### config.mk
export PLATFORM = sky130hd
export DESIGN_NAME = fdc_queue
export DESIGN_NICKNAME = d
export VERILOG_FILES = /design/src/rtl/fdc_pkg.sv /design/src/rtl/fdc_queue.sv
export SDC_FILE = /design/constraint.sdc
export NUM_CORES = 1
export LEC_CHECK = 0
export ABC_AREA = 1
export BUFFER_PORTS_ARGS = -buffer_cell sky130_fd_sc_hd__buf_2
export CORE_ASPECT_RATIO = 0.75
export CORE_UTILIZATION = 55
export DETAILED_ROUTE_END_ITERATION = 10
export PLACE_DENSITY = 0.81
export SLEW_MARGIN = 20
export SYNTH_ARGS = -nofsm -noshare
export SYNTH_HDL_FRONTEND = slang
export SYNTH_SLANG_ARGS = --single-unit
### constraint.sdc
create_clock -name clk -period 3.3 [get_ports clk]
set_input_delay 0.495 -clock clk [delete_from_list [all_inputs] [get_ports clk]]
set_output_delay 0.495 -clock clk [all_outputs]
set_load 0.1 [all_outputs]
### src/rtl/fdc_pkg.sv
package fdc_pkg;

  // Width of the host image address field
  localparam int ADDR_W = 21;

  // Depth of the queue between front and back
  localparam int QUEUE_DEPTH = 4;

  // Access codes on the cmd field
  localparam logic [3:0] CMD_WR_COMMAND = 4'd0;
  localparam logic [3:0] CMD_WR_TRACK   = 4'd1;
  localparam logic [3:0] CMD_WR_SECTOR  = 4'd2;
  localparam logic [3:0] CMD_WR_DATA    = 4'd3;
  localparam logic [3:0] CMD_WR_SIDE    = 4'd4;
  localparam logic [3:0] CMD_WR_DRIVE   = 4'd5;
  localparam logic [3:0] CMD_RD_STATUS  = 4'd6;
  localparam logic [3:0] CMD_RD_TRACK   = 4'd7;
  localparam logic [3:0] CMD_RD_SECTOR  = 4'd8;
  localparam logic [3:0] CMD_RD_DATA    = 4'd9;
  localparam logic [3:0] CMD_IMG_WRITE  = 4'd10;
  localparam logic [3:0] CMD_IMG_READ   = 4'd11;

  // Controller command groups, top nibble of a command byte
  localparam logic [3:0] NIB_RESTORE = 4'h0;
  localparam logic [3:0] NIB_SEEK    = 4'h1;
  localparam logic [3:0] NIB_READ0   = 4'h8;
  localparam logic [3:0] NIB_READ1   = 4'h9;
  localparam logic [3:0] NIB_WRITE0  = 4'hA;
  localparam logic [3:0] NIB_WRITE1  = 4'hB;

  // Classified operation handed from front to back
  typedef enum logic [4:0] {
    OP_NOP,
    OP_RESTORE,
    OP_SEEK,
    OP_READ_SECTOR,
    OP_WRITE_SECTOR,
    OP_ABORT,
    OP_SET_TRACK,
    OP_SET_SECTOR,
    OP_WRITE_DATA,
    OP_SET_SIDE,
    OP_SET_DRIVE,
    OP_READ_STATUS,
    OP_READ_TRACK,
    OP_READ_SECTOR_REG,
    OP_READ_DATA,
    OP_IMAGE_WRITE,
    OP_IMAGE_READ
  } fdc_op_t;

  typedef struct packed {
    fdc_op_t             op;
    logic [7:0]          value;
    logic [ADDR_W-1:0]   addr;
  } fdc_item_t;

endpackage

### src/rtl/fdc_queue.sv
module fdc_queue
  import fdc_pkg::*;
(
  input  logic      clk,
  input  logic      rst,
  input  logic      push,
  input  fdc_item_t push_item,
  output logic      full,
  input  logic      pop,
  output fdc_item_t pop_item,
  output logic      valid
);

  localparam int PTR_W = $clog2(QUEUE_DEPTH);
  localparam int CNT_W = $clog2(QUEUE_DEPTH + 1);

  fdc_item_t        slots [QUEUE_DEPTH];
  logic [PTR_W-1:0] wr_ptr;
  logic [PTR_W-1:0] rd_ptr;
  logic [CNT_W-1:0] count;
  logic             do_push;
  logic             do_pop;

  assign full     = (count == CNT_W'(QUEUE_DEPTH));
  assign valid    = (count != '0);
  assign pop_item = slots[rd_ptr];
  assign do_push  = push && !full;
  assign do_pop   = pop && valid;

  // Pointers wrap at the depth, which need not be a power of two
  always_ff @(posedge clk) begin
    if (rst) begin
      wr_ptr <= '0;
      rd_ptr <= '0;
      count  <= '0;
    end else begin
      if (do_push) begin
        wr_ptr <= (wr_ptr == PTR_W'(QUEUE_DEPTH - 1)) ? '0 : wr_ptr + PTR_W'(1);
      end
      if (do_pop) begin
        rd_ptr <= (rd_ptr == PTR_W'(QUEUE_DEPTH - 1)) ? '0 : rd_ptr + PTR_W'(1);
      end
      if (do_push && !do_pop) begin
        count <= count + CNT_W'(1);
      end else if (do_pop && !do_push) begin
        count <= count - CNT_W'(1);
      end
    end
  end

  always_ff @(posedge clk) begin
    if (do_push) begin
      slots[wr_ptr] <= push_item;
    end
  end

endmodule

# Yosys cells after proc, flatten, opt, wreduce, memory -nomap -nowiden
# Memories as Yosys holds them, arrays and structs flattened. A register that Yosys moved wholly into a read port is not among the register bits.
# Index checks and enable logic that the tools add are counted.
# word_totals
register_bits	7
latch_bits	0
mem_bits_rw	136
romBits	0
out_inout_bits	36
memories	1
# op_classes
add_sub_neg	4
mul	0
n_div	0
magnitude_cmp	0
n_eq_ne	3
n_shift	0
mux	8
n_bitwise	0
reduce_logical	9
# mem_list
memory	depth	width	rd	rd_ports_with_merged_regs	write_ports	line	source
slots	4	34	1	1	1	fdc_queue.sv:17	fdc_item_t slots [QUEUE_DEPTH];
# ops
cell	count
two-way mux 2 bit	4
two-way mux 3 bit	2
adder 2 x 1 -> 2 bit, second input constant	2
== test 2 bit, second input constant	2
logical AND 1 bit	4
adder 3 x 1 -> 3 bit, second input constant	1
== test 3 bit, second input constant	1
logical NOT 1 bit	3
nonzero test 3 bit	1
subtractor 3 x 1 -> 3 bit, second input constant	1
two-way mux 1 bit	2
nonzero test 2 bit	1

# Longest topological paths before layout
# depth
ltp_word	7
depth_mapped	13
mapped_depth_nobuf	13

# Worst setup path after synthesis
# Ideal clock, no wire load.
# synth_path
path_type	register to output
from	register (tool-made name)
to	output pop_item[16] in the netlist's numbering
t_arrival_ps	2175
required_time_ps	2805
setup_slack_ps	630
path_stages_with_launch	6
cell_sequence	dfxtp_1 > buf_6 > inv_6 > buf_2 > o21ai_0 > o22ai_1
# synth_rtl
element	line	source
to (decl)	fdc_queue.sv:10	output fdc_item_t pop_item,

==> reports/metrics.csv <==
stage;metric;value;unit
outcome;status;complete, no violations;
logic_synthesis;Synth area leaders;edfxtp_1 (71%), o21ai_0 (5.6%), o22ai_2 (4.4%);
detailed_routing;Vias/cell;5.52;
global_routing;largest net degree at the start of global routing;69;
worst_setup_path;Crit Path Category;reg -> out;
clock_tree;CTS tree;built;
global_routing;initial antenna violation count;1;
worst_setup_path;crit end category;output pin;
layout;layout cells sized above 1;31.9;%
clock_tree;H-tree depth;4;
sta;post-layout min period;3010;ps
sta;setup TNS;0;ps
floorplan;Die Height;90.5;um
run;Max Cap Viol;0;
floorplan;IO Count;74;
clock_tree;Sink Count;145;
floorplan;initial core utilization;58.1;%
worst_setup_path;Crit path max-delay family;buffers and inverters;
floorplan;core area;9890;um2
layout;commonest non-fill, non-tap cell in the layout;edfxtp_1;
sta;slew at the pin closest to its max-slew limit;877;ps
clock_tree;CTS clk-pin slew, worst paths;60;ps
logic_synthesis;Mapped Cells;399;
layout;Area Growth Syn to Fin;19.3;%
clock_tree;CTS Buffer Depth;2;
global_routing;gr usage total;22.0;%
clock_tree;root buffer cell;clkbuf_16;
clock_tree;post-CTS sizing;0;
sta;clock skew;7.42;ps
detailed_routing;# DRC;0;
logic_synthesis;top cell type's share of synthesized area;71.1;%
placed_design;dpl hpwl;6300;um
logic_synthesis;area leader, netlist;edfxtp_1;
floorplan;Die ar.;10900;um2
global_routing;vias in the first global route;3422;
worst_setup_path;CP arrival;2510;ps
clock_tree;Post-CTS Setup Inserts;0;
layout;most frequent cells in the layout;edfxtp_1 (136), buf_2 (73), o21ai_0 (64), nor2_1 (61);
worst_setup_path;Critical Path Slowest Stage Cell;inv_2;
logic_synthesis;Synth cell types;24;
sta;Setup violations, final;0;
sta;RSZ-0062 raised after global routing;no;
clock_tree;CTS hold repair buffers;0;
clock_tree;CTS buffer count;17;
floorplan;std cell rows;31;
logic_synthesis;syn_area_per_cell;14.4;um2
worst_setup_path;Critical Path Start Type;flop;
worst_setup_path;CP required;2800;ps
min_path;HP Class;in -> reg;
worst_setup_path;CP Max Fanout;34;
layout;Nets;521;
placed_design;IO buf count;73;
sta;Max Fclk;0.332;GHz
logic_synthesis;flops & latches, synth;145;
detailed_routing;WL per Instance;17.8;um
sta;period utilisation layout;91.2;%
detailed_routing;Pre-Repair DR Iteration Count;5;
sta;max-slew violations;0;
worst_setup_path;CP Cell Sequence;inv_2 -> o21ai_0 -> o22ai_2 -> buf_2;
detailed_routing;post-route ant nets;0;
worst_setup_path;Critical path buffers and inverters;2;
logic_synthesis;Synth Cell Area;5750;um2
sta;Hold Violations, Final;0;
global_routing;remaining global-route overflow;0;
logic_synthesis;YS warnings;0;
logic_synthesis;Seq/Total Area, Yosys;74.2;%
placed_design;GP Congestion;0.771;
logic_synthesis;Syn Nets;444;
detailed_routing;DRT Wirelength;11100;um
floorplan;die width;120;um
worst_setup_path;CP peak stage delay;610;ps
global_routing;first-pass GRT wire length;17500;um
clock_tree;clk_lat worst skew;420;ps
detailed_routing;drt first-iter violations;277;
detailed_routing;Vias;3436;
sta;Slew HR;41.5;%
-- final cells by class --
cell class | instances | area (um2)
clock inverters | 14 | 238
inverters | 17 | 68.8
fillers | 668 | 3040
flip-flops and latches | 145 | 4270
multi-input cells | 216 | 1270
clock buffers | 18 | 429
diodes | 1 | 2.50
repair buffers | 79 | 410
well taps | 132 | 165
-- path summary, 6_finish.rpt --
path,slack [ps],startpoint,depth (start not counted),endpoint
setup reg to reg,1080,count[0],9,count[1]
hold reg to reg,540,count[1],2,count[1]
setup / recovery,290,flop,4,pop_item[0]
hold / removal,240,rst,2,count[0]
-- cells by family after synthesis --
| group | synth area share, % |
|---|---|
| adder cells (fa/ha/maj) | 1.66 |
| AND/OR/NAND/NOR | 7.80 |
| XOR/XNOR | 0.152 |
| AO/OA/AOI/OAI | 12.1 |
| buffers and inverters | 4.12 |
| flip-flops | 74.2 |
-- state kept, by name, summed over array words and instances (netlist names), named ones only --
register / count
slots: 136
wr_ptr: 2
rd_ptr: 2
count: 3
-- cells in the mapped netlist --
cell	n
a21oi_1	2
buf_12	3
buf_2	12
buf_4	2
buf_6	2
clkbuf_2	2
dfxtp_1	9
edfxtp_1	136
fa_1	1
ha_1	6
inv_1	15
inv_2	1
inv_6	1
nand2_1	14
nand3_1	1
nand3b_1	2
nand4_1	1
nor2_1	65
nor2_2	20
o21ai_0	64
o21ai_1	5
o22ai_1	14
o22ai_2	20
xor2_1	1
-- per-stage QoR --
step / hold WS (ps) / area [um2] / util, % / worst slack [ps] / std cells
2_1_floorplan: 483 / 5750 / - / 630 / 399
3_3_place_gp: 511 / 6180 / 62.5 / 758 / 589
3_5_place_dp: 534 / 6180 / 62.5 / 692 / 589
4_1_cts: 226 / 6850 / 69.3 / 210 / 621
5_1_grt: 240 / 6850 / 69.3 / 96.9 / 621
6_report: 244 / 6850 / 69.3 / 292 / 622
-- layer usage --
| metal | track usage (%) | wire (um) | vias to the layer above |
|---|---|---|---|
| li1 | - | - | 1623 |
| met2 | 34.3 | 5260 | 119 |
| met4 | 7.60 | 159 | 2 |
| met3 | 7.58 | 790 | 21 |
| met5 | 0 | 14 | - |
| met1 | 28.7 | 4850 | 1671 |
-- worst register-to-register path, delay by kind of cell, from the launching register on --
family                   cells  cell delay [ps]
AO/OA/AOI/OAI                1              190
AND/OR/NAND/NOR              4              740
buffers and inverters        2              180
adder cells (fa/ha/maj)      2              650
flip-flops                   1              350
Power is not shown: default switching activity piles up to over one toggle a cycle in this logic, so the estimate is an artifact.
