<file path="src/rtl/fdc_pkg.sv">
package fdc_pkg;

  // Width of the host image address field
  localparam int ADDR_W = 21;

  // Depth of the queue between front and back
  localparam int QUEUE_DEPTH = 4;

  // Access codes on the cmd field
  localparam logic [3:0] CMD_WR_COMMAND = 4'd0;
  localparam logic [3:0] CMD_WR_TRACK   = 4'd1;
  localparam logic [3:0] CMD_WR_SECTOR  = 4'd2;
  localparam logic [3:0] CMD_WR_DATA    = 4'd3;
  localparam logic [3:0] CMD_WR_SIDE    = 4'd4;
  localparam logic [3:0] CMD_WR_DRIVE   = 4'd5;
  localparam logic [3:0] CMD_RD_STATUS  = 4'd6;
  localparam logic [3:0] CMD_RD_TRACK   = 4'd7;
  localparam logic [3:0] CMD_RD_SECTOR  = 4'd8;
  localparam logic [3:0] CMD_RD_DATA    = 4'd9;
  localparam logic [3:0] CMD_IMG_WRITE  = 4'd10;
  localparam logic [3:0] CMD_IMG_READ   = 4'd11;

  // Controller command groups, top nibble of a command byte
  localparam logic [3:0] NIB_RESTORE = 4'h0;
  localparam logic [3:0] NIB_SEEK    = 4'h1;
  localparam logic [3:0] NIB_READ0   = 4'h8;
  localparam logic [3:0] NIB_READ1   = 4'h9;
  localparam logic [3:0] NIB_WRITE0  = 4'hA;
  localparam logic [3:0] NIB_WRITE1  = 4'hB;

  // Classified operation handed from front to back
  typedef enum logic [4:0] {
    OP_NOP,
    OP_RESTORE,
    OP_SEEK,
    OP_READ_SECTOR,
    OP_WRITE_SECTOR,
    OP_ABORT,
    OP_SET_TRACK,
    OP_SET_SECTOR,
    OP_WRITE_DATA,
    OP_SET_SIDE,
    OP_SET_DRIVE,
    OP_READ_STATUS,
    OP_READ_TRACK,
    OP_READ_SECTOR_REG,
    OP_READ_DATA,
    OP_IMAGE_WRITE,
    OP_IMAGE_READ
  } fdc_op_t;

  typedef struct packed {
    fdc_op_t             op;
    logic [7:0]          value;
    logic [ADDR_W-1:0]   addr;
  } fdc_item_t;

endpackage

</file>
<file path="src/rtl/fdc_front.sv">
module fdc_front
  import fdc_pkg::*;
#(
  parameter int DISK_BYTES = 1474560
) (
  input  logic              clk,
  input  logic              rst,
  input  logic              in_valid,
  output logic              in_stall,
  input  logic [3:0]        cmd,
  input  logic [7:0]        value,
  input  logic [ADDR_W-1:0] image_address,
  output logic              push,
  output fdc_item_t         push_item,
  input  logic              full
);

  logic      f_valid;
  fdc_item_t f_item;
  fdc_op_t   op_class;
  logic      in_range;
  logic      accept;

  assign in_range = ({11'b0, image_address} < 32'(DISK_BYTES));

  // Decode the access and the command group
  always_comb begin
    case (cmd)
      CMD_WR_COMMAND: begin
        case (value[7:4])
          NIB_RESTORE: op_class = OP_RESTORE;
          NIB_SEEK:    op_class = OP_SEEK;
          NIB_READ0:   op_class = OP_READ_SECTOR;
          NIB_READ1:   op_class = OP_READ_SECTOR;
          NIB_WRITE0:  op_class = OP_WRITE_SECTOR;
          NIB_WRITE1:  op_class = OP_WRITE_SECTOR;
          default:     op_class = OP_ABORT;
        endcase
      end
      CMD_WR_TRACK:  op_class = OP_SET_TRACK;
      CMD_WR_SECTOR: op_class = OP_SET_SECTOR;
      CMD_WR_DATA:   op_class = OP_WRITE_DATA;
      CMD_WR_SIDE:   op_class = OP_SET_SIDE;
      CMD_WR_DRIVE:  op_class = OP_SET_DRIVE;
      CMD_RD_STATUS: op_class = OP_READ_STATUS;
      CMD_RD_TRACK:  op_class = OP_READ_TRACK;
      CMD_RD_SECTOR: op_class = OP_READ_SECTOR_REG;
      CMD_RD_DATA:   op_class = OP_READ_DATA;
      CMD_IMG_WRITE: op_class = in_range ? OP_IMAGE_WRITE : OP_NOP;
      CMD_IMG_READ:  op_class = in_range ? OP_IMAGE_READ : OP_NOP;
      default:       op_class = OP_NOP;
    endcase
  end

  // One-word holding stage ahead of the queue
  assign in_stall  = f_valid && full;
  assign accept    = in_valid && !in_stall;
  assign push      = f_valid;
  assign push_item = f_item;

  always_ff @(posedge clk) begin
    if (rst) begin
      f_valid <= 1'b0;
    end else begin
      if (accept) begin
        f_valid <= 1'b1;
      end else if (!full) begin
        f_valid <= 1'b0;
      end
    end
  end

  always_ff @(posedge clk) begin
    if (accept) begin
      f_item.op    <= op_class;
      f_item.value <= value;
      f_item.addr  <= image_address;
    end
  end

endmodule

</file>
<file path="config.mk">
export PLATFORM = sky130hd
export DESIGN_NAME = fdc_front
export DESIGN_NICKNAME = d
export VERILOG_FILES = /design/src/rtl/fdc_pkg.sv /design/src/rtl/fdc_front.sv
export SDC_FILE = /design/constraint.sdc
export NUM_CORES = 1
export LEC_CHECK = 0
export BUFFER_PORTS_ARGS = -buffer_cell sky130_fd_sc_hd__buf_2
export CORE_MARGIN = 10
export CORE_UTILIZATION = 42
export DETAILED_ROUTE_END_ITERATION = 10
export MAX_ROUTING_LAYER = met4
export PLACE_DENSITY = 0.77
export SETUP_SLACK_MARGIN = 0.3
export SYNTH_ARGS = -nofsm -noshare
export SYNTH_HDL_FRONTEND = slang
export SYNTH_SLANG_ARGS = --single-unit
</file>
<file path="constraint.sdc">
create_clock -name clk -period 3.36 [get_ports clk]
set_clock_uncertainty 0.2 [all_clocks]
set_input_delay 0.168 -clock clk [delete_from_list [all_inputs] [get_ports clk]]
set_output_delay 0.168 -clock clk [all_outputs]
set_load 0.01 [all_outputs]
</file>
* Word-level counts from Yosys, hierarchy flattened
Index checks and enable logic that the tools add are counted.
** Storage, ports and cells
- Bits in registers :: 35
- Latch bits :: 0
- RAM bits :: 0
- ROM bits :: 0
- Input port bits :: 37
- Output and inout port bits :: 36
- Memories kept :: 0
** Cells by class
- $add $sub $neg :: 0
- Multipliers :: 0
- Divide/modulo/power cells :: 0
- $lt $le $gt $ge :: 1
- Eq/ne operators :: 17
- Shift-type cells :: 0
- Multiplexer cells :: 6
- Bitwise gates (word level) :: 0
- Reduce and logical (&&, ||, !) cells :: 7
** Operator list (count)
- 5-bit one-hot mux with 12 select lines :: 1
- 4-bit == test (second input constant) :: 8
- 21-bit < comparator (second input constant) :: 1
- 4-bit by 3-bit == test with 1-bit output (second input constant) :: 4
- 3-bit one-hot mux with 4 select lines :: 1
- 4-bit by 1-bit == test with 1-bit output (second input constant) :: 2
- 4-bit by 2-bit == test with 1-bit output (second input constant) :: 2
- 4-bit logical NOT :: 2
- 5-bit 2-to-1 mux :: 1
- 4-bit 2-to-1 mux :: 1
- 2-bit OR reduction :: 2
- 1-bit logical AND :: 2
- 1-bit 2-to-1 mux :: 2
- 2-bit by 1-bit inequality test with 1-bit output (second input constant) :: 1
- 1-bit logical NOT :: 1

* Depth between registers and ports, before layout
Gate-level depths: netlist (run 1).
- Word-level depth :: 4
- Depth in mapped cells :: 4
- Mapped depth without buffers :: 3

* Worst setup path before layout (run 1)
OpenSTA, ideal clock, no wires.
- Path type :: register -> register
- Start :: register f_valid, in the netlist push
- End :: register f_item (netlist bit push_item[0]) (enable)
- Library setup time :: 0.429 ns
- Arrival time :: 2.066 ns
- Required time :: 2.731 ns
- Setup slack :: 0.665 ns
- Cell stages (with the launch flop) :: 3
- Path buffers :: 0
- Clock period less this slack :: 2.695 ns
- Cells stage by stage :: dfxtp_1 and2_1 nor2b_1
** Between the ends
- Cells in the longest elaborated chain, start to end :: 3
** RTL lines
- start: declaration :: RTL line fdc_front.sv:18 : logic f_valid;
- start signal: assignment :: RTL line fdc_front.sv:63 : f_valid <= 1'b0;
- start signal: assignment :: RTL line fdc_front.sv:66 : f_valid <= 1'b1;
- start signal: assignment :: RTL line fdc_front.sv:68 : f_valid <= 1'b0;
- 1-bit logical AND :: RTL line fdc_front.sv:56 : assign in_stall = f_valid && full;
- named net in_stall :: RTL line fdc_front.sv:9 : output logic in_stall,
- 1-bit logical NOT :: RTL line fdc_front.sv:57 : assign accept = in_valid && !in_stall;
- 1-bit logical AND :: RTL line fdc_front.sv:57
- named net accept :: RTL line fdc_front.sv:22 : logic accept;
- end: declaration :: RTL line fdc_front.sv:19 : fdc_item_t f_item;
The timed path passes the listed nets, and every way through them passes these cells.
A chain may end at the register's enable or synchronous reset.

* Worst setup path after layout (run 1)
- Start :: input port image_address[16]
- End :: register f_item (netlist bit push_item[33]), data pin
** Between the ends
- Cells in the longest elaborated chain, start to end :: 3
** RTL lines
- start: declaration :: RTL line fdc_front.sv:12 : input logic [ADDR_W-1:0] image_address,
- 21-bit < comparator :: RTL line fdc_front.sv:24 : assign in_range = ({11'b0, image_address} < 32'(DISK_BYTES));
- 5-bit 2-to-1 mux :: RTL line fdc_front.sv:50 : CMD_IMG_READ: op_class = in_range ? OP_IMAGE_READ : OP_NOP;
- 5-bit one-hot mux with 12 select lines :: RTL line fdc_front.sv:28 : case (cmd)
- named net op_class[4] :: RTL line fdc_front.sv:20 : fdc_op_t op_class;
The timed path passes the listed nets, and every way through them passes these cells.

==> impl_metrics.csv, run 1 <==
group,metric,value,unit
global_routing,grt_max_degree,35,
synth,ys_seq_area_frac,0.8221,
synth,ys_types,26,
sta,rsz0062_at_grt,"no",
sta,relSlewSlack,0.6985,
cells_and_area,syn_to_final_growth,59.59,%
power,swShare,0.2255,
place,place_area,0.001662,mm^2
clock_tree,post_cts_resize_count,0,
place,io_buffers,72,
synth,synth_most_common_cell,"edfxtp_1",
global_routing,grt.overflow.total,0,
sta,worstMarginPinSlew,0.4452,ns
synth,netlist_instances,72,
detailed_routing,drt-wirelength-per-cell,17.44,um
power,power.share.sequential,0.612,
synth,synth_area,0.001266,mm^2
global_routing,antenna_found_initial,0,
floorplan,die_w,74.91,um
sta,fin_crit_sh,0.5089,
status,outcome,"complete, no violations",
floorplan,dieArea,0.005611,mm^2
synth,syn_nets,109,
detailed_routing,drt_iter0_markers,92,
synth,synthTopCellsByArea,"edfxtp_1 81%, dfxtp_1 1.6%, nor2_1 1.5%",
detailed_routing,via_count,1039,
floorplan,die_h,74.91,um
detailed_routing,drcViolationCount,0,
power,switching_power,0.0001901,W
min_path,hp-class,"input pin to flip-flop",
place,place_congestion,0.7360,
critical_path,path_delay_family,"buffers and inverters",
min_path,holdCritStartpoint,"cmd[0]",
clock_tree,cts.root.buffer_cell,"clkbuf_4",
floorplan,core,0.002829,mm^2
power,p_int,0.0006531,W
sta,final-setup-viol-count,0,
clock_tree,cts_hold_buf,31,
synth,synth_area_leader_cell,"edfxtp_1",
cells_and_area,antenna_cells,0,
detailed_routing,antenna_left,0,
clock_tree,postCtsSetupBuffers,0,
power,clkPwrFrac,0.235,
clock_tree,cts.clk_slew.worst_paths,0.09,ns
power,finalPower,0.0008432,W
clock_tree,cts_tree,"yes",
detailed_routing,avgViaCountPerCell,4.901,
clock_tree,htreeDepth,2,
min_path,hold_depth,2,
synth,synth_edf_count,34,
critical_path,crit_type,"input pin to flip-flop",
critical_path,worst_setup_path_end_kind,"flip-flop",
global_routing,grt_pass1_vias,1077,
synth,yosys_warnings,0,
cells_and_area,fin_area,0.002021,mm^2
global_routing,grt_use_total,0.1397,
place,dp_hpwl,2428,um
global_routing,grt_pass1_wl,5658,um
clock_tree,clkLatencyLatePin,0.31,ns
sta,hold_viol,0,
critical_path,cp_num_buf_inv,2,
synth,syn_avg_cell_area,17.59,um^2
critical_path,cp-start-kind,"input pin",
critical_path,r2r-end,"push_item[26]",
clock_tree,cts_sinks,35,
synth,ys_seq_elements,35,
critical_path,reg2reg_setup_slack,1.86,ns
power,power_density,417.3,mW/mm^2
clock_tree,clockBufferDepth,2,
floorplan,num_rows,19,
critical_path,crit_start,"image_address[16]",
synth,synth-async-reset-ratio,0,
critical_path,crit_chain,"dlygate4sd3_1 > buf_2 > o211ai_1 > a21oi_1 > nor4b_1",
cells_and_area,nets,217,
flow_run,cap_viol_max_count,0,
min_path,holdPathEnd,"push_item[29]",
floorplan,start_util,0.4476,
power,peakVddDrop,0.1654,mV
detailed_routing,drt_pass1_iterations,4,
sta,maxSlewViolCount,0,
synth,synth_top_area_share,0.8063,
critical_path,reg2reg_depth,3,
sta,fmax,584.8,MHz
critical_path,crit_arrival,1.60,ns
synth,netlist_top_cells_count,"34 x edfxtp_1, 5 x nor2_1, 4 x nand2_1",
critical_path,path_max_fanout,3,
power,combPwrFrac,0.153,
synth,ys.flop_type,"edfxtp_1",
critical_path,crit_slowest_cell,"dlygate4sd3_1",
sta,finalWorstPathRequiredPeriod,1.710,ns
critical_path,cp_data_required_time,3.25,ns
sta,tns,0,ns
cells_and_area,drive_above_1_share,0.4420,
detailed_routing,wirelength,3698,um
critical_path,cp_slowest_stage_delay,0.55,ns
power,cellLeakagePower,0.8603,nW
critical_path,timing.rr.start,"push",
clock_tree,numCtsBuffers,5,
floorplan,pin_count,73,
metrics by stage:
step / utilization / hold WS (ns) / setup slack, ns / cells
global route: 0.7143 / 0.01768 / 1.657 / 212
finish: 0.7143 / 0.03333 / 1.650 / 212
global placement: 0.5874 / 0.1246 / 1.903 / 173
floorplan: - / 0.04038 / 0.6652 / 72
CTS: 0.7143 / 0.01596 / 1.701 / 212
detailed placement: 0.5874 / 0.1314 / 1.870 / 173
placed cells by master, fill, tap and decap left out, drive strengths merged, types with 2 or more instances in the layout:
cell type / count
buf: 73
edfxtp: 34
dlygate4sd3: 31
clkbuf: 6
nor2: 5
nand2: 4
a211oi: 3
inv: 2
or3b: 2
o21ai: 2
nor3: 2
clkinv: 2
logic make-up after synthesis:
kind of cell | after synthesis | synth area share
simple gates | 20 | 0.08500
buf+inv | 5 | 0.01680
compound gates | 11 | 0.06917
flops | 35 | 0.8221
xor+xnor | 1 | 0.006918
power by group through the flow:
stage               Sequential, W  Clock (W)  Combinational, W
floorplan                0.000542          0         0.0000275
global placement         0.000525          0         0.0000969
detailed placement       0.000525          0         0.0000999
CTS                      0.000515   0.000205          0.000129
global route             0.000519   0.000227          0.000141
finish                   0.000516   0.000198          0.000129
flip-flops by register name, summed over array words and instances (netlist names):
name       flops
push           1
push_item     34
worst max-delay path by stage:
stage / endpoint / slack [ns] / cells past startpoint
after global routing: push_item[30] / 1.66 / 5
final: push_item[33] / 1.65 / 5
after floorplan: push_item[0] / 0.67 / 2
after global placement: push_item[30] / 1.90 / 4
after CTS: push_item[33] / 1.70 / 5
after detailed placement: push_item[4] / 1.87 / 3
routing by layer:
metal | GRT usage | up-vias | part of all wire
li1 | - | 499 | -
met1 | 0.1442 | 465 | 0.37
met2 | 0.2286 | 71 | 0.48
met3 | 0.06045 | 4 | 0.14
met4 | 0.05882 | 0 | 0.014
met5 | - | - | 0
cell type report:
type                    count  area, um^2
flip-flops and latches     35        1041
fillers                   178       808.3
inverters                   2       7.507
well taps                  31       38.79
clock buffers               6       41.29
multi-input cells          32       206.4
repair buffers            104       678.2
clock inverters             2       7.507
(Power assumes the default switching activity.)
==> run 2: changes to the inputs <==
- clock period: 3.36 -> 1.6 ns (I/O delays scaled with it)
==> run 2 against run 1 <==
The run now ends with negative hold slack left. Highest routed layer unchanged. Hold slack lost 0.11 ns. Utilization rose by 5.1 points. Critical path type is now flip-flop to flip-flop. Register-to-register slack got worse by 1.6 ns. Largest cell class unchanged.
==> impl_metrics.csv, run 2 (synthesized netlist as in run 1, its figures left out) <==
group,metric,value,unit
cells_and_area,fin_cells,218,
cells_and_area,fill_cells,166,
floorplan,die_h,74.91,um
floorplan,pin_count,73,
power,cellLeakagePower,0.9286,nW
sta,hold_ws,-0.07741,ns
clock_tree,numCtsBuffers,5,
detailed_routing,avgViaCountPerCell,4.982,
critical_path,cp_data_required_time,1.46,ns
clock_tree,cts_sinks,35,
global_routing,antenna_found_initial,0,
critical_path,cp-start-kind,"flip-flop",
global_routing,grt_pass1_vias,1120,
detailed_routing,antenna_left,0,
detailed_routing,dr_wl_met2,2074,um
cells_and_area,fin_area,0.002165,mm^2
floorplan,start_util,0.4476,
clock_tree,htreeDepth,2,
clock_tree,postCtsSetupBuffers,0,
place,place_area,0.001683,mm^2
global_routing,grt_pass1_wl,5582,um
critical_path,path_max_fanout,17,
cells_and_area,drive_above_1_share,0.4652,
critical_path,worst_setup_path_end_kind,"flip-flop",
flow_run,cap_viol_max_count,0,
place,place_ws,0.1807,ns
sta,finalWorstPathRequiredPeriod,1.319,ns
sta,fin_crit_sh,0.8244,
cells_and_area,final_common_cell,"buf_2",
critical_path,crit_type,"flip-flop to flip-flop",
status,outcome,"finished with violations",
sta,finalWorstSetupSlack,0.2810,ns
floorplan,die_w,74.91,um
clock_tree,cts.root.buffer_cell,"clkbuf_4",
place,dp_hpwl,2480,um
detailed_routing,drt-met1-wl,1416,um
power,finalPower,0.001981,W
floorplan,num_rows,19,
power,power_density,915.1,mW/mm^2
min_path,hp-class,"input pin to flip-flop",
place,place_congestion,0.6623,
detailed_routing,top_layer,"met4",
cells_and_area,nets,224,
global_routing,grt.overflow.total,0,
clock_tree,cts_tree,"yes",
global_routing,grt_max_degree,35,
cells_and_area,largest_register_ff_count,34,
clock_tree,clockBufferDepth,2,
cells_and_area,syn_to_final_growth,70.95,%
critical_path,crit_arrival,1.18,ns
critical_path,reg2reg_setup_slack,0.28,ns
sta,final-setup-viol-count,0,
detailed_routing,via_count,1086,
detailed_routing,dr_wl_met3,455,um
sta,rsz0062_at_grt,"yes",
power,peakVddDrop,0.4682,mV
detailed_routing,drt_iter0_markers,72,
cells_and_area,antenna_cells,0,
detailed_routing,drcViolationCount,0,
floorplan,dieArea,0.005611,mm^2
clock_tree,cts.clk_slew.worst_paths,0.10,ns
clock_tree,clkLatencyLatePin,0.33,ns
global_routing,grt_use_total,0.1400,
status,violations,"negative hold slack",
clock_tree,cts_hold_buf,37,
sta,fmax,758.2,MHz
detailed_routing,drt-wirelength-per-cell,18.52,um
sta,maxSlewViolCount,0,
sta,worstMarginPinSlew,0.4485,ns
detailed_routing,wirelength,4037,um
detailed_routing,drt_pass1_iterations,4,
place,dpl.cell_count,173,
cells_and_area,final_cell_mix,"72 x buf_2, 36 x dlygate4sd3_1, 34 x edfxtp_1, 5 x nor2_1, 5 x clkbuf_4",
sta,hold_viol,1,
floorplan,core,0.002829,mm^2
cells_and_area,multi_input_area,226.5,um^2
sta,relSlewSlack,0.6962,
cells_and_area,regArea,0.001042,mm^2
place,io_buffers,72,
-- run 2: cell count changes in the layout (fill, tap and decap cells not counted), sizes merged --
cell,change
dlygate4sd3,+5
dlymetal6s4s,+1
clkinv,-2
bufinv,+1
clkbuf,+1
-- run 2: final timing paths --
path,from,end,depth (start not counted)
max,push,push_item[14],3
min,full,push,4
max reg2reg,push,push_item[14],3
min reg2reg,push,push,3
-- run 2: repair_timing --
item	CTS	global route
gates resized for setup	0	4
hold endpoints to repair	34	1
setup endpoints to repair	31	37
cloned	0	1
pin swaps	0	1
-- run 2: critical path, stage by stage, from the launching register on --
cell and delay, ns:
dfxtp_2 0.33, and2_4 0.14, nor2b_4 0.17, clkbuf_16 0.20
-- run 2: layout make-up --
type,count,area share
Sequential cell,35,0.4815
Timing Repair Buffer,111,0.3595
Multi-Input combinational cell,32,0.1046
Clock buffer,6,0.01908
Tap cell,31,0.01792
Clock inverter,1,0.01387
Inverter,2,0.003468
-- run 2: layer usage --
metal | vias up | global-route usage
li1 | 509 | -
met1 | 507 | 0.1289
met2 | 62 | 0.2505
met3 | 8 | 0.05388
met4 | 0 | 0.06303
met5 | - | -
-- run 2: per-stage QoR --
| step | utilization | hold WS [ns] | setup TNS (ns) |
|---|---|---|---|
| 3_5_place_dp | 0.5949 | 0.03571 | 0 |
| 5_1_grt | 0.7651 | -0.04365 | 0 |
| 4_1_cts | 0.7510 | -0.09865 | 0 |
| 3_3_place_gp | 0.5949 | 0.03010 | 0 |
| 6_report | 0.7651 | -0.07741 | 0 |
| 2_1_floorplan | - | -0.05503 | -0.4596 |
-- run 2: where the power goes --
part	switching, W	leakage (nW)	internal (W)
Sequential	0.0000141	0.338	0.00107
Clock	0.000268	0.0383	0.000322
Combinational	0.000143	0.552	0.000163
Total	0.000425	0.929	0.00156
==> run 3: changes to the inputs <==
- ABC_AREA: default -> 1
- CORE_UTILIZATION: 42 -> 39
- PLACE_DENSITY: 0.77 -> 0.75
- clock period: 1.6 -> 1.2 ns (I/O delays scaled with it)
==> run 3 against run 2 <==
The run ends with negative hold slack, negative setup slack left. Sequential power grew 34%. Maximum frequency rose by 2.1%. Hold slack worse by 0.20 ns. Sequential share of layout area is 1.5 points lower. Critical path type unchanged. Critical endpoint is now push_item[17].
==> impl_metrics.csv, run 3 <==
group,metric,value,unit
detailed_routing,antenna_left,0,
min_path,holdCritStartpoint,"value[6]",
critical_path,timing.rr.start,"push",
cells_and_area,largest_register_ff_count,34,
critical_path,crit_type,"flip-flop to flip-flop",
floorplan,num_rows,20,
critical_path,reg2reg_depth,4,
synth,yosys_warnings,0,
detailed_routing,via_count,1150,
sta,fin_crit_sh,1.076,
power,power_density,1210,mW/mm^2
place,place_congestion,0.7730,
detailed_routing,drt_pass1_iterations,4,
synth,netlist_instances,96,
power,power.share.sequential,0.539,
sta,finalWorstPathRequiredPeriod,1.292,ns
global_routing,grt.overflow.total,0,
global_routing,grt_max_degree,18,
detailed_routing,wirelength,4425,um
power,combPwrFrac,0.159,
clock_tree,cts.root.buffer_cell,"clkbuf_4",
synth,synth-async-reset-ratio,0,
synth,synth_edf_count,34,
synth,synth_top_area_share,0.7809,
detailed_routing,drcViolationCount,0,
power,finalPower,0.002703,W
clock_tree,htreeDepth,2,
cells_and_area,syn_to_final_growth,70.91,%
synth,synth_area,0.001308,mm^2
sta,worstMarginPinSlew,0.1739,ns
critical_path,path_max_fanout,17,
status,outcome,"finished with violations",
sta,final-setup-viol-count,35,
critical_path,crit_arrival,1.15,ns
cells_and_area,antenna_cells,0,
clock_tree,cts_sinks,35,
place,dp_hpwl,2585,um
critical_path,cp_data_required_time,1.06,ns
clock_tree,cts.clk_slew.worst_paths,0.10,ns
synth,netlist_top_cells_count,"34 x edfxtp_1, 16 x inv_1, 15 x nand2_1",
place,place_area,0.001754,mm^2
clock_tree,cts_hold_buf,30,
synth,synthTopCellsByArea,"edfxtp_1 78%, inv_1 4.6%, nand2_1 4.3%",
power,swShare,0.2285,
global_routing,antenna_found_initial,0,
status,violations,"negative hold slack, negative setup slack",
cells_and_area,fin_area,0.002235,mm^2
min_path,hp-class,"input pin to flip-flop",
clock_tree,clkLatencyLatePin,0.33,ns
sta,maxSlewViolCount,0,
sta,fmax,774.3,MHz
cells_and_area,drive_above_1_share,0.4300,
synth,syn_avg_cell_area,13.62,um^2
sta,finalWorstSetupSlack,-0.09153,ns
cells_and_area,final_cell_mix,"59 x buf_2, 34 x edfxtp_1, 26 x dlygate4sd3_1, 14 x inv_1, 14 x nand2_1",
detailed_routing,drt_iter0_markers,62,
synth,ys_seq_elements,35,
sta,hold_viol,9,
global_routing,grt_use_total,0.1338,
place,io_buffers,72,
cells_and_area,nets,243,
sta,rsz0062_at_grt,"yes",
synth,ys.flop_type,"edfxtp_1",
min_path,hold_depth,1,
critical_path,worst_setup_path_end_kind,"flip-flop",
floorplan,pin_count,73,
clock_tree,numCtsBuffers,5,
synth,ys_seq_area_frac,0.7962,
power,peakVddDrop,0.5702,mV
sta,relSlewSlack,0.8828,
detailed_routing,avgViaCountPerCell,4.582,
global_routing,grt_pass1_wl,6210,um
flow_run,cap_viol_max_count,0,
floorplan,die_w,77.90,um
power,clkPwrFrac,0.302,
min_path,holdPathEnd,"push_item[27]",
floorplan,dieArea,0.006068,mm^2
sta,hold_ws,-0.2820,ns
power,switching_power,0.0006175,W
global_routing,grt_pass1_vias,1236,
detailed_routing,drt-wirelength-per-cell,17.63,um
cells_and_area,final_common_cell,"buf_2",
floorplan,die_h,77.90,um
synth,syn_nets,133,
clock_tree,postCtsSetupBuffers,0,
synth,ys_types,14,
critical_path,r2r-end,"push_item[17]",
clock_tree,cts_tree,"yes",
clock_tree,clockBufferDepth,2,
synth,synth_most_common_cell,"edfxtp_1",
floorplan,start_util,0.4180,
place,place_ws,-0.07827,ns
cells_and_area,fill_cells,185,
critical_path,reg2reg_setup_slack,-0.09,ns
floorplan,core,0.003128,mm^2
power,cellLeakagePower,1.044,nW
synth,synth_area_leader_cell,"edfxtp_1",
critical_path,cp-start-kind,"flip-flop",
power,p_int,0.002085,W
## run 3: cell count changes after synthesis, moves of 2 or more
cell      before  now
buf_2          2    0
inv_1          2   16
nand3_1        0    7
nor2_2         0    2
nand2_1        4   15
nor2_1         5   10
or3b_1         2    0
a211oi_1       2    0
o21ai_0        0    3
## run 3: logic make-up (layout without fill, tap and decap cells)
kind of cell    Yosys count  after routing  synth area share
compound gates            7              7           0.02679
xor+xnor                  1              1          0.006700
buf+inv                  16            127           0.04593
simple gates             37             37            0.1244
flops                    35             35            0.7962
## run 3: repair_timing
item | in CTS | in global routing
gates resized for setup | 3 | 15
endpoints found under the setup margin | 70 | 75
endpoints found under the hold margin | 35 | 9
gates cloned | 1 | 0
pin swaps | 1 | 1
## run 3: layer usage
metal  global-route usage  part of all wire  up-vias
li1                     -                 -      550
met1               0.1305              0.39      532
met2               0.2347              0.51       60
met3              0.04724             0.075        8
met4              0.05914             0.025        0
met5                    -                 0        -
## run 3: cell type report
cell class	count	area (um^2)	area share
Sequential cell	35	1042	0.4664
Timing Repair Buffer	103	784.5	0.3511
Multi-Input combinational cell	45	216.5	0.09686
Inverter	16	60.06	0.02688
Tap cell	44	55.05	0.02464
Clock inverter	3	38.79	0.01736
Clock buffer	5	37.54	0.01680
## run 3: power by group through the flow
| stage | combinational, W | sequential (W) | clock (W) |
|---|---|---|---|
| 2_1_floorplan | 0.0000799 | 0.00152 | 0 |
| 3_3_place_gp | 0.000288 | 0.00147 | 0 |
| 3_5_place_dp | 0.000297 | 0.00147 | 0 |
| 4_1_cts | 0.000395 | 0.00145 | 0.000822 |
| 5_1_grt | 0.000460 | 0.00146 | 0.000877 |
| 6_report | 0.000430 | 0.00146 | 0.000816 |
## run 3: worst max path at each step
stage                               end  from  slack, ns
after floorplan            push_item[0]  push      -0.39
after global placement    push_item[26]  push      -0.05
after detailed placement  push_item[16]  push      -0.08
after CTS                  push_item[3]  push      -0.08
after global routing      push_item[16]  push      -0.11
final                     push_item[17]  push      -0.09
## run 3: critical path, stage by stage, from the launching register on
cell and delay [ns]:
dfxtp_2 0.33, nand2_2 0.08, inv_2 0.05, nor2_4 0.14, clkbuf_16 0.21
## run 3: through the flow
step / cells / TNS [ns] / util
floorplan: 96 / -13.19 / -
global placement: 213 / -1.525 / 0.5608
detailed placement: 213 / -2.648 / 0.5608
CTS: 252 / -2.380 / 0.6940
global route: 251 / -3.224 / 0.7144
finish: 251 / -2.469 / 0.7144
